--- config.mk ---
export PLATFORM = sky130hd
export DESIGN_NAME = rme_div
export DESIGN_NICKNAME = d
export VERILOG_FILES = /design/src/rtl/rme_pkg.sv /design/src/rtl/rme_div.sv
export SDC_FILE = /design/constraint.sdc
export NUM_CORES = 1
export LEC_CHECK = 0
export BUFFER_PORTS_ARGS = -buffer_cell sky130_fd_sc_hd__buf_2
export CORE_AREA = 2 2 130 132
export DETAILED_ROUTE_END_ITERATION = 12
export DIE_AREA = 0 0 132 134
export GPL_ROUTABILITY_DRIVEN = 0
export PLACE_DENSITY_LB_ADDON = 0.2
export SLEW_MARGIN = 20
export SYNTH_ARGS = -nofsm -noshare
export SYNTH_HDL_FRONTEND = slang
export SYNTH_SLANG_ARGS = --single-unit
--- constraint.sdc ---
create_clock -name i_clk -period 4.3 [get_ports i_clk]
set_input_delay 0.215 -clock i_clk [delete_from_list [all_inputs] [get_ports i_clk]]
set_output_delay 0.215 -clock i_clk [all_outputs]
set_load 0.05 [all_outputs]
--- src/rtl/rme_pkg.sv ---
// ----------------------------------------------------------------------------
// rme_pkg: shared definitions for the register machine executor
// Word and address widths, opcodes and the divider request and response types.
// ----------------------------------------------------------------------------
package rme_pkg;

    localparam int DATA_DEPTH = 1024;
    localparam int PROG_DEPTH = 1024;
    localparam int REG_COUNT  = 8;
    localparam int WORD_WIDTH = 32;
    localparam int PC_INDEX   = 7;

    // fixed field widths of the instruction and result transactions
    localparam int MODE_W = 5;
    localparam int BASE_W = 10;
    localparam int NUM_W  = 32;

    localparam int ADDR_W = $clog2(DATA_DEPTH);
    localparam int PC_W   = $clog2(PROG_DEPTH);
    localparam int REG_W  = $clog2(REG_COUNT);
    localparam int CNT_W  = $clog2(WORD_WIDTH);

    typedef logic [WORD_WIDTH-1:0] t_word;
    typedef logic [ADDR_W-1:0]     t_addr;
    typedef logic [MODE_W-1:0]     t_mode;

    localparam t_mode OP_IN   = MODE_W'(0);
    localparam t_mode OP_OUT  = MODE_W'(1);
    localparam t_mode OP_ADD  = MODE_W'(2);
    localparam t_mode OP_SUB  = MODE_W'(3);
    localparam t_mode OP_MUL  = MODE_W'(4);
    localparam t_mode OP_DIV  = MODE_W'(5);
    localparam t_mode OP_LD   = MODE_W'(6);
    localparam t_mode OP_ST   = MODE_W'(7);
    localparam t_mode OP_LDA  = MODE_W'(8);
    localparam t_mode OP_LDC  = MODE_W'(9);
    localparam t_mode OP_JMP  = MODE_W'(10);
    localparam t_mode OP_JLT  = MODE_W'(11);
    localparam t_mode OP_JLE  = MODE_W'(12);
    localparam t_mode OP_JGT  = MODE_W'(13);
    localparam t_mode OP_JGE  = MODE_W'(14);
    localparam t_mode OP_JEQ  = MODE_W'(15);
    localparam t_mode OP_JNE  = MODE_W'(16);
    localparam t_mode OP_HALT = MODE_W'(17);

    typedef struct packed {
        logic  start;
        t_word dividend;
        t_word divisor;
    } t_div_req;

    typedef struct packed {
        logic  done;
        t_word quotient;
    } t_div_rsp;

endpackage

--- src/rtl/rme_div.sv ---
// ----------------------------------------------------------------------------
// rme_div: iterative signed divider
// Restoring division on magnitudes, one quotient bit per cycle, truncating.
// ----------------------------------------------------------------------------
module rme_div import rme_pkg::*; (
    input  logic     i_clk,
    input  logic     i_rst_n,
    input  t_div_req i_req,
    output t_div_rsp o_rsp
);

    logic             r_busy;
    logic             r_done;
    logic             r_neg;
    logic [CNT_W-1:0] r_cnt;
    t_word            r_rem;
    t_word            r_quo;
    t_word            r_den;
    t_word            r_q_out;

    t_word             w_a_mag;
    t_word             w_b_mag;
    logic [WORD_WIDTH:0] w_shift;
    logic [WORD_WIDTH:0] w_diff;
    logic              w_fit;
    t_word             w_quo_next;
    t_word             w_rem_next;
    t_word             w_quo_signed;

    always_comb begin
        w_a_mag = i_req.dividend[WORD_WIDTH-1] ? (t_word'(0) - i_req.dividend)
                                               : i_req.dividend;
        w_b_mag = i_req.divisor[WORD_WIDTH-1] ? (t_word'(0) - i_req.divisor)
                                              : i_req.divisor;
        w_shift      = {r_rem, r_quo[WORD_WIDTH-1]};
        w_diff       = w_shift - {1'b0, r_den};
        w_fit        = !w_diff[WORD_WIDTH];
        w_quo_next   = {r_quo[WORD_WIDTH-2:0], w_fit};
        w_rem_next   = w_fit ? w_diff[WORD_WIDTH-1:0] : w_shift[WORD_WIDTH-1:0];
        w_quo_signed = r_neg ? (t_word'(0) - w_quo_next) : w_quo_next;
    end

    always_ff @(posedge i_clk) begin
        if (!i_rst_n) begin
            r_busy <= 1'b0;
            r_done <= 1'b0;
        end else begin
            r_done <= 1'b0;
            if (i_req.start) begin
                r_busy <= 1'b1;
            end else if (r_busy && r_cnt == '0) begin
                r_busy <= 1'b0;
                r_done <= 1'b1;
            end
        end
    end

    always_ff @(posedge i_clk) begin
        if (i_req.start) begin
            r_cnt <= CNT_W'(WORD_WIDTH - 1);
            r_rem <= '0;
            r_quo <= w_a_mag;
            r_den <= w_b_mag;
            r_neg <= i_req.dividend[WORD_WIDTH-1] ^ i_req.divisor[WORD_WIDTH-1];
        end else if (r_busy) begin
            r_cnt <= r_cnt - CNT_W'(1);
            r_rem <= w_rem_next;
            r_quo <= w_quo_next;
            if (r_cnt == '0) begin
                r_q_out <= w_quo_signed;
            end
        end
    end

    assign o_rsp.done     = r_done;
    assign o_rsp.quotient = r_q_out;

endmodule

Word level (Yosys, flattened, before mapping) --
Cells that the tools add are included.
Operators by class: add/sub/neg operators 5, multiplexer cells 9, bitwise logic cells 3, reductions and logical operators 7
Operators by type and width (number):
- 32-bit 2-to-1 mux | 5
- 1-bit by 32-bit subtractor with 32-bit output, first input constant | 3
- 33-bit by 32-bit subtractor with 33-bit output | 1
- 31-bit 2-to-1 mux | 1
- 5-bit logical NOT | 1
- 5-bit by 1-bit subtractor with 5-bit output, second input constant | 1
- 2-bit nonzero test | 2
- 1-bit 2-to-1 mux | 3
- 3-bit AND reduction | 1
- 1-bit inverter | 2
- 2-bit OR reduction | 1
- 1-bit logical AND | 1
- 1-bit logical NOT | 1
- 1-bit XOR | 1
Storage, ports and cells: register bits 136, input port bits 67, output and inout bits 33, logic and storage cells 33

Logic depth before layout (Yosys ltp) --
Gate-level depths: netlist of run 1.
word-level depth 4, gate-level depth with buffers 17

Least setup slack after synthesis of run 1 --
No wires, ideal clock.
path kind register to register, start register r_quo[31], end register r_q_out[30] (data pin), library setup time 0.262 ns, data arrival time 3.851 ns, required time 4.038 ns, setup slack 0.187 ns, cell stages (with the launch flop) 18, period minus slack after synthesis 4.113 ns, path through edfxtp_1 > inv_1 > ha_1 > fa_1 > nand2b_1 > a21oi_1 > o21ai_0 > o21ai_1 > a31oi_1 > xnor2_1 > clkinv_1 > clkbuf_1 > ha_1 > nand3_1 > or3_1 > clkbuf_1 > o31ai_1 > xnor2_1
On the way: longest elaborated chain between the ends 4
RTL lines:
- start: declaration | line rme_div.sv:17 | t_word r_quo;
- start signal: assignment | line rme_div.sv:62 | r_quo <= w_a_mag;
- start signal: assignment | line rme_div.sv:68 | r_quo <= w_quo_next;
- 33-bit by 32-bit subtractor with 33-bit output | line rme_div.sv:36 | w_diff = w_shift - {1'b0, r_den};
- 1-bit logical NOT | line rme_div.sv:37 | w_fit = !w_diff[WORD_WIDTH];
- 1-bit by 32-bit subtractor with 32-bit output | line rme_div.sv:40 | w_quo_signed = r_neg ? (t_word'(0) - w_quo_next) : w_quo_next;
- 32-bit 2-to-1 mux | line rme_div.sv:40
- net w_quo_signed[30] | line rme_div.sv:28 | t_word w_quo_signed;
- end signal: assignment | line rme_div.sv:70 | r_q_out <= w_quo_signed;
- end: declaration | line rme_div.sv:19 | t_word r_q_out;
The timed path passes the listed nets, and every way through them passes these cells. A chain may end at the register's enable or synchronous reset.

Worst setup path after layout of run 1 --
start register r_quo[31], end register r_q_out[28] (data pin)
The elaborated chain is that of the path after synthesis.

==> results of run 1 <==
## cells by family (layout without fill, tap and decap cells)
| kind of cell | after synthesis | in the layout |
|---|---|---|
| AOI/OAI and AO/OA | 238 | 238 |
| xor gates and xnor gates | 120 | 120 |
| adders and majority gates | 38 | 38 |
| and+or+nand+nor | 288 | 288 |
| DFF | 136 | 136 |
| buffers and inverters | 95 | 191 |
| muxes | 2 | 2 |
## power groups by stage
| stage | sequential (uW) | combinational, uW | clock, uW |
|---|---|---|---|
| after CTS | 1620 | 851 | 1440 |
| after global routing | 1630 | 959 | 1500 |
| after detailed placement | 1650 | 840 | 0 |
| after floorplan | 1620 | 639 | 0 |
| final | 1620 | 857 | 1420 |
| after global placement | 1640 | 834 | 0 |
## registers in the layout, indices dropped and copies added (netlist names)
name	count
r_q_out	32
r_rem	32
r_cnt	5
r_neg	1
r_den	32
r_done	1
r_quo	32
r_busy	1
## metrics by stage
stage | util [%] | instance area, um^2 | power [uW] | worst slack (ps) | hold slack (ps)
final | 60.7 | 9890 | 3900 | 445 | 38.2
after global routing | 60.7 | 9890 | 4090 | 87.8 | 32.1
after CTS | 60.7 | 9890 | 3910 | 438 | 20.1
after detailed placement | 57.1 | 9310 | 2490 | 447 | 432
after global placement | 57.1 | 9310 | 2480 | 557 | 428
after floorplan | - | 8640 | 2260 | 187 | 314
## final cells by class
| type | instances | area (um^2) |
|---|---|---|
| timing repair buffer | 109 | 576 |
| clock buffer | 17 | 425 |
| tap | 220 | 275 |
| inverter | 50 | 188 |
| fill | 1414 | 6400 |
| clock inverter | 15 | 150 |
| multi-input combinational | 686 | 4580 |
| sequential | 136 | 3690 |
## cells in the final DEF, fill, tap and decap left out, types with 4 or more instances in the layout
cell	Yosys	final
inv_6	0	4
and2_1	5	5
inv_1	49	49
o211ai_1	10	10
xor2_1	38	38
nand3_1	13	13
nor3_1	8	8
nand4_1	9	9
a221o_1	5	5
buf_2	2	98
nor2_1	67	67
dfxtp_1	39	38
and4_1	6	6
o21ai_0	51	51
o41ai_1	10	10
a21o_1	9	9
or3_4	4	4
and3_1	9	9
a311oi_1	24	24
nor4_1	5	5
nor2b_1	5	5
or4_1	10	10
clkbuf_16	0	17
or3_1	17	17
buf_4	2	10
a31oi_1	8	8
o31ai_1	26	26
nand3b_1	6	6
nand2_1	101	101
edfxtp_1	97	97
nand2b_1	12	12
a21oi_1	69	69
a211oi_1	4	4
xnor2_1	82	81
ha_1	37	37
## cells in the mapped netlist (17+ instances only)
cell type	instances
nor2_1	67
ha_1	37
o21ai_0	51
nand2_1	101
o31ai_1	26
dfxtp_1	39
edfxtp_1	97
a311oi_1	24
xor2_1	38
a21oi_1	69
clkbuf_1	38
or3_1	17
inv_1	49
xnor2_1	82
## final timing paths
kind | start | to | slack, ps | cells after the start
worst min register to register | r_rem[8] | r_rem[9] | 500 | 2
worst min-delay path | i_req[0] | r_den[0] | 40 | 1
worst max-delay path | r_quo[31] | r_q_out[28] | 450 | 15
worst max register to register | r_quo[31] | r_q_out[28] | 450 | 15
## per-layer routing
layer	track usage (%)	part of all wire, %	up-vias
li1	-	-	3530
met1	29.7	50	3201
met2	33.3	44	191
met3	3.67	4.6	30
met4	7.67	1.7	0
met5	0	0	-
==> summary.txt, run 1 <==
Setup path
  • CP max stage cell: or3_1
  • Critical Path Fanout Max: 7
  • CP max stage delay: 530 ps
  • Crit path DAT: 4030 ps
  • CP Launch Type: flip-flop
  • CP most frequent cell: ha_1
  • Crit-path leading delay family: compound AO/OA/AOI/OAI gates
  • Critical path buffers and inverters: 2
  • Worst endpoint required time: 4480 ps
  • Crit Path Category: reg -> reg
  • Critical path, cell by cell: inv_1 -> ha_1 -> fa_1 -> nand2b_1 -> a21oi_1 -> o21ai_0 -> o21ai_1 -> a31oi_1 -> xnor2_2 -> clkinv_1 -> ha_1 -> nand3_1 -> or3_1 -> o31ai_1 -> xnor2_1
  • Element type at the critical path end: flip-flop

Run status
  • Outcome: complete, no violations

Synthesis
  • Top cell type's share of synthesized area: 33.7%
  • #FFs+latches synth: 136
  • Post-Syn Instances: 917
  • Mux contribution to synthesized area: 0.232%
  • Fraction of the mapped netlist area in adder cells: 5.59%
  • Complex-gate fraction of the synthesized area: 18.2%
  • Post-synth ARST share: 0%
  • Ys flop type: edfxtp_1
  • Cell taking the most area after synthesis: edfxtp_1
  • Distinct cells, synth: 60
  • Post-synth EDFFs: 97
  • Largest family of logic cells by synthesized area: compound AO/OA/AOI/OAI gates
  • Post-synthesis simple-gate area fraction: 16.8%
  • Avg Cell Area, Syn: 9.42 um^2
  • Area contributors post-synth: edfxtp_1 34%, dfxtp_1 9.0%, xnor2_1 8.3%
  • Synth warnings: 0
  • Register area share after synthesis: 42.8%
  • XOR/XNOR Fraction of Synth Area: 12.2%
  • Synthesized area: 8640 um^2
  • Mapped Nets: 1,022

Layout
  • # diodes: 0
  • Layout area overhead: 14.5%
  • Share of post-route cells with drive strength above 1: 15.5%
  • Net count, final: 1,105
  • Non-filler cells, final: 1,233

STA
  • Pin slew with the least headroom to its limit: 974 ps
  • Tmin final: 3850 ps
  • Setup Skew: 8.06 ps
  • Final period util: 89.7%
  • Setup violators final: 0
  • Final Hold Violating Endpoints: 0
  • Relative slew margins: 35.0%
  • Max Slew Vio Count: 0
  • Fin Setup TNS: 0 ps
  • Max Fclk: 259 MHz
  • RSZ-0062 raised after global routing: false

Route
  • Via Count: 6,952
  • Post-DR wirelength/cell: 15.0 um
  • Drt first pass iters: 5
  • Drt total wl: 18.5 mm
  • # DRC: 0
  • Post-route ant nets: 0
  • DR iter-0 viols: 639
  • Vias per cell: 5.64

Global routing
  • First-pass GRT wire length: 30.8 mm
  • Vias in the first global route: 6,413
  • Largest net degree at the start of global routing: 82
  • All-layer global routing usage: 21.2%
  • Overflow left after global routing: 0
  • Initial antenna violation count: 0

Power
  • Switching share of total power: 29.6%
  • Clock share of power: 36.5%
  • Pwr Density: 394 nW/um^2
  • Max VDD drop: 0.304 mV
  • Sw Pwr: 1150 uW
  • Int Pwr: 2750 uW
  • P_leak: 0.00387 uW
  • Comb pwr share: 22.0%
  • Sequential group share of total power: 41.6%

Placed design
  • Dpl hpwl: 12.9 mm
  • I/O Buffers: 99
  • Placed insts: 1,200

Die
  • Die ar.: 17,700 um^2
  • DIE WIDTH: 132 um
  • Initial core utilization: 53.0%
  • I/O pin cnt: 100
  • Die Y: 134 um
  • Placement Rows: 47
  • Area of the core: 16,300 um^2

CTS
  • Resize count post-CTS: 0
  • H-Tree Level Count: 4
  • Clock Pin Slew Worst Setup and Hold Paths: 60 ps
  • CTS Sinks: 136
  • Root Driver: clkbuf_16
  • Skew-Pair Late Insertion Delay: 430 ps
  • Hold buffers post-CTS: 1
  • CTS tree: done
  • Setup Fix Bufs, Post-CTS: 0
  • Clock Path Buffers: 2
  • Num CTS Buffers: 17

Hold path
  • Hold Path Class: in -> reg

Run
  • Max Cap Violations: 0
Note: power is estimated with default switching activity, not from simulation.
==> run 2, diff against run 1 <==
--- a/config.mk
+++ b/config.mk
@@ -11,6 +11,7 @@
 export DIE_AREA = 0 0 132 134
 export GPL_ROUTABILITY_DRIVEN = 0
 export PLACE_DENSITY_LB_ADDON = 0.2
+export REMOVE_ABC_BUFFERS = 1
 export SLEW_MARGIN = 20
 export SYNTH_ARGS = -nofsm -noshare
 export SYNTH_HDL_FRONTEND = slang
==> summary.txt, run 2 (synthesis gave the netlist of run 1 again) <==
Run status
  • Outcome: complete, no violations

Die
  • Area of the core: 16,300 um^2
  • DIE WIDTH: 132 um
  • Initial core utilization: 53.0%
  • Die ar.: 17,700 um^2
  • Placement Rows: 47
  • Die Y: 134 um
  • I/O pin cnt: 100

Power
  • Pwr Density: 400 nW/um^2
  • P_leak: 0.00390 uW
  • Max VDD drop: 0.295 mV

Setup path
  • R2R Setup Slk: 420 ps
  • Worst endpoint required time: 4480 ps
  • Worst R2R End: r_q_out[28]
  • Crit path DAT: 4060 ps
  • Critical Path Start: r_quo[31]
  • CP Launch Type: flip-flop
  • Element type at the critical path end: flip-flop
  • CP most frequent cell: ha_1
  • Reg2reg path depth: 15
  • CP max stage cell: or3_1
  • Critical Path Fanout Max: 7
  • Critical path, cell by cell: inv_1 -> ha_1 -> fa_1 -> nand2b_1 -> a21oi_1 -> o21ai_0 -> o21ai_1 -> a31oi_1 -> xnor2_2 -> clkinv_1 -> ha_1 -> nand3_1 -> or3_1 -> o31ai_1 -> xnor2_1
  • CP max stage delay: 540 ps
  • Critical path buffers and inverters: 2
  • Crit Path Category: reg -> reg
  • Reg2Reg Launch Point: r_quo[31]
  • Crit-path leading delay family: compound AO/OA/AOI/OAI gates

Hold path
  • Worst Hold Depth: 1
  • Origin of the worst min-delay path: i_req[0]
  • Hold Path Class: in -> reg
  • WHS Endpoint: r_den[0]

CTS
  • Skew-Pair Late Insertion Delay: 430 ps
  • Num CTS Buffers: 17
  • CTS Sinks: 136
  • H-Tree Level Count: 4
  • Clock Path Buffers: 2
  • Setup Fix Bufs, Post-CTS: 0
  • Clock Pin Slew Worst Setup and Hold Paths: 60 ps
  • Root Driver: clkbuf_16
  • CTS tree: done

Layout
  • Layout area overhead: 14.9%
  • # diodes: 0
  • Fin area: 9920 um^2
  • Most common cell after layout, fill and taps aside: nand2_1
  • Most frequent cells in the layout: 101 x nand2_1, 98 x buf_2, 97 x edfxtp_1
  • Net count, final: 1,106
  • Share of post-route cells with drive strength above 1: 15.7%
  • Util after Layout: 60.9%

Route
  • # DRC: 0
  • Via Count: 6,978
  • Post-DR wirelength/cell: 15.1 um
  • Drt first pass iters: 5
  • Drt total wl: 18.7 mm
  • DR iter-0 viols: 506
  • Post-route ant nets: 0
  • Vias per cell: 5.65

Placed design
  • Placed Area: 9320 um^2
  • I/O Buffers: 99
  • Dpl hpwl: 13.0 mm

Global routing
  • Largest net degree at the start of global routing: 68
  • First-pass GRT wire length: 30.6 mm
  • Vias in the first global route: 6,328
  • Initial antenna violation count: 0
  • Overflow left after global routing: 0
  • All-layer global routing usage: 21.4%

STA
  • Tmin final: 3880 ps
  • Final period util: 90.1%
  • RSZ-0062 raised after global routing: false
  • Fin Setup TNS: 0 ps
  • Final hold slack: 25.0 ps
  • Final Hold Violating Endpoints: 0
  • Max Fclk: 258 MHz
  • Setup violators final: 0
  • Setup Skew: 7.61 ps
  • Max Slew Vio Count: 0
  • Relative slew margins: 33.6%
  • Pin slew with the least headroom to its limit: 996 ps

Run
  • Max Cap Violations: 0
[run 2: layout make-up]
type                       instances  area (um^2)
clock buffer                      17          425
clock inverter                    15          174
fill                            1381         6360
inverter                          50          188
multi-input combinational        686         4580
sequential                       136         3690
tap                              220          275
timing repair buffer             110          583
[run 2: worst max-delay path by stage]
stage          cells after the start          end  slack (ps)
4_1_cts                           15  r_q_out[28]         390
3_3_place_gp                      15  r_q_out[30]         570
2_1_floorplan                     15  r_q_out[22]       -1380
3_5_place_dp                      15  r_q_out[28]         410
6_report                          15  r_q_out[28]         420
5_1_grt                           15  r_q_out[30]          50
[run 2: routing by layer]
| layer | part of all wire (%) | global-route usage [%] | vias to the layer above |
|---|---|---|---|
| met5 | 0 | 0 | - |
| met4 | 1.9 | 8.94 | 0 |
| met3 | 3.5 | 3.85 | 26 |
| met2 | 47 | 34.4 | 155 |
| met1 | 48 | 28.7 | 3285 |
| li1 | - | - | 3512 |
[run 2: power breakdown]
group	total [uW]	internal (uW)	switching (uW)
Sequential	1620	1540	80.0
Combinational	853	358	495
Clock	1500	914	585
Total	3970	2810	1160
[run 2: timing repair]
item                                   4_1_cts  5_1_grt
hold buffers                                 1        0
endpoints found under the hold margin        1        0
gates resized for setup                      0        0
[run 2: through the flow]
step	cells	setup slack, ps	total power (uW)
finish	1234	424	3970
global route	1234	48.1	4160
global placement	1201	572	2470
CTS	1234	393	3980
detailed placement	1201	413	2480
floorplan	872	-1380	2230
==> run 3, diff against run 2 <==
--- a/config.mk
+++ b/config.mk
@@ -6,9 +6,9 @@
 export NUM_CORES = 1
 export LEC_CHECK = 0
 export BUFFER_PORTS_ARGS = -buffer_cell sky130_fd_sc_hd__buf_2
-export CORE_AREA = 2 2 130 132
+export CORE_AREA = 2 2 129 131
 export DETAILED_ROUTE_END_ITERATION = 12
-export DIE_AREA = 0 0 132 134
+export DIE_AREA = 0 0 131 133
 export GPL_ROUTABILITY_DRIVEN = 0
 export PLACE_DENSITY_LB_ADDON = 0.2
 export REMOVE_ABC_BUFFERS = 1
==> constraint.sdc (replaced) <==
create_clock -name i_clk -period 3.8 [get_ports i_clk]
set_input_delay 0.19 -clock i_clk [delete_from_list [all_inputs] [get_ports i_clk]]
set_output_delay 0.19 -clock i_clk [all_outputs]
set_load 0.05 [all_outputs]
==> summary.txt, run 3 (synthesis gave the netlist of run 1 again) <==
Route
  • Via Count: 6,961
  • Post-route ant nets: 0
  • Drt total wl: 18.7 mm
  • DR iter-0 viols: 412
  • # DRC: 0
  • Drt first pass iters: 4
  • Post-DR wirelength/cell: 15.1 um
  • Vias per cell: 5.63

CTS
  • Root Driver: clkbuf_16
  • H-Tree Level Count: 4
  • Clock Pin Slew Worst Setup and Hold Paths: 60 ps
  • Num CTS Buffers: 17
  • Clock Path Buffers: 2
  • Skew-Pair Late Insertion Delay: 430 ps
  • CTS Sinks: 136
  • CTS tree: done

Layout
  • Most common cell after layout, fill and taps aside: nand2_1
  • Layout area overhead: 15.5%
  • Share of post-route cells with drive strength above 1: 16.5%
  • Final-layout fill cell count: 1,350
  • # diodes: 0
  • Net count, final: 1,109
  • Most frequent cells in the layout: 101 x nand2_1, 98 x buf_2, 97 x edfxtp_1

Placed design
  • Dpl hpwl: 13.0 mm
  • Worst slack, placed: 73.8 ps
  • I/O Buffers: 99

Setup path
  • CP Launch Type: flip-flop
  • Reg2reg path depth: 15
  • Crit path DAT: 3720 ps
  • Critical Path Fanout Max: 7
  • Crit Path Category: reg -> reg
  • R2R Setup Slk: 260 ps
  • Reg2Reg Launch Point: r_quo[31]
  • Worst endpoint required time: 3980 ps
  • Worst R2R End: r_q_out[22]
  • Element type at the critical path end: flip-flop

STA
  • Final Worst Setup Slack: 256 ps
  • Final Hold Violating Endpoints: 0
  • Max Fclk: 282 MHz
  • Setup Skew: 7.32 ps
  • Relative slew margins: 25.9%
  • Setup violators final: 0
  • Final hold slack: 62.5 ps
  • Final period util: 93.3%
  • Max Slew Vio Count: 0
  • Tmin final: 3540 ps
  • Pin slew with the least headroom to its limit: 1110 ps

Die
  • I/O pin cnt: 100
  • Placement Rows: 47
  • Area of the core: 16,200 um^2
  • Die ar.: 17,400 um^2
  • DIE WIDTH: 131 um
  • Initial core utilization: 53.4%
  • Die Y: 133 um

Global routing
  • First-pass GRT wire length: 30.9 mm
  • Busiest layer in global routing: met2
  • Global routing met2 resource utilization: 34.5%
  • GR Util met3: 4.33%
  • Largest net degree at the start of global routing: 88
  • Met1 Use GR: 31.0%
  • All-layer global routing usage: 22.2%
  • Vias in the first global route: 6,430
  • Initial antenna violation count: 0
  • Overflow left after global routing: 0

Power
  • P_leak: 0.00389 uW
  • Max VDD drop: 0.335 mV
  • Pwr Density: 444 nW/um^2

Run status
  • Outcome: complete, no violations

Hold path
  • Worst Hold Depth: 2
  • Hold Path Class: in -> reg
  • WHS Endpoint: r_den[10]
  • Origin of the worst min-delay path: i_req[10]

Run
  • Max Cap Violations: 0
[run 3: routing by layer]
metal	wire, um	up-vias
met2	8780	144
met4	316	0
met5	0	-
met3	680	25
li1	-	3529
met1	8870	3263
[run 3: where the power goes]
part	leakage, uW	switching (uW)	internal (uW)
combinational	0.00237	562	411
clock	0.000276	659	969
sequential	0.00125	92.0	1740
total	0.00389	1310	3120
[run 3: worst max path at each step]
stage	to	startpoint
6_report	r_q_out[22]	r_quo[31]
5_1_grt	r_q_out[22]	r_quo[31]
4_1_cts	r_q_out[22]	r_quo[31]
3_5_place_dp	r_q_out[22]	r_quo[31]
3_3_place_gp	r_q_out[30]	r_quo[31]
2_1_floorplan	r_q_out[22]	r_quo[31]
[run 3: final cells by class]
cell class | instances | area [um^2] | share of cell area, %
Multi-Input combinational cell | 686 | 4620 | 46.4
Sequential cell | 136 | 3690 | 37.0
Timing Repair Buffer | 113 | 612 | 6.13
Clock buffer | 18 | 429 | 4.30
Tap cell | 220 | 275 | 2.76
Inverter | 50 | 188 | 1.88
Clock inverter | 14 | 151 | 1.52
[run 3: worst max-delay path: stages, from the launching register on]
cell      delay (ps)
edfxtp_1         350
inv_1             50
ha_1             210
fa_1             380
nand2b_1         200
a21oi_2          150
o21ai_0          130
o21ai_1          250
a31oi_2          160
xnor2_2          170
clkinv_1          70
ha_1             200
nand3_1          120
or3_4            450
o31ai_2          280
xnor2_1          100
[run 3: through the flow]
step           instance area [um^2]  total power (uW)  TNS, ps  utilization, %  instances
5_1_grt                        9970              4650    -8.29            61.7       1237
6_report                       9970              4430        0            61.7       1237
4_1_cts                        9930              4450        0            61.4       1237
2_1_floorplan                  8460              2520   -78620               -        872
3_3_place_gp                   9330              2800        0            57.7       1203
3_5_place_dp                   9330              2810        0            57.7       1203
[run 3: repair_timing]
item,4_1_cts,5_1_grt
gates resized for setup,0,9
setup buffers,0,0
hold buffers,2,0
endpoints found under the hold margin,2,0
endpoints found under the setup margin,0,7
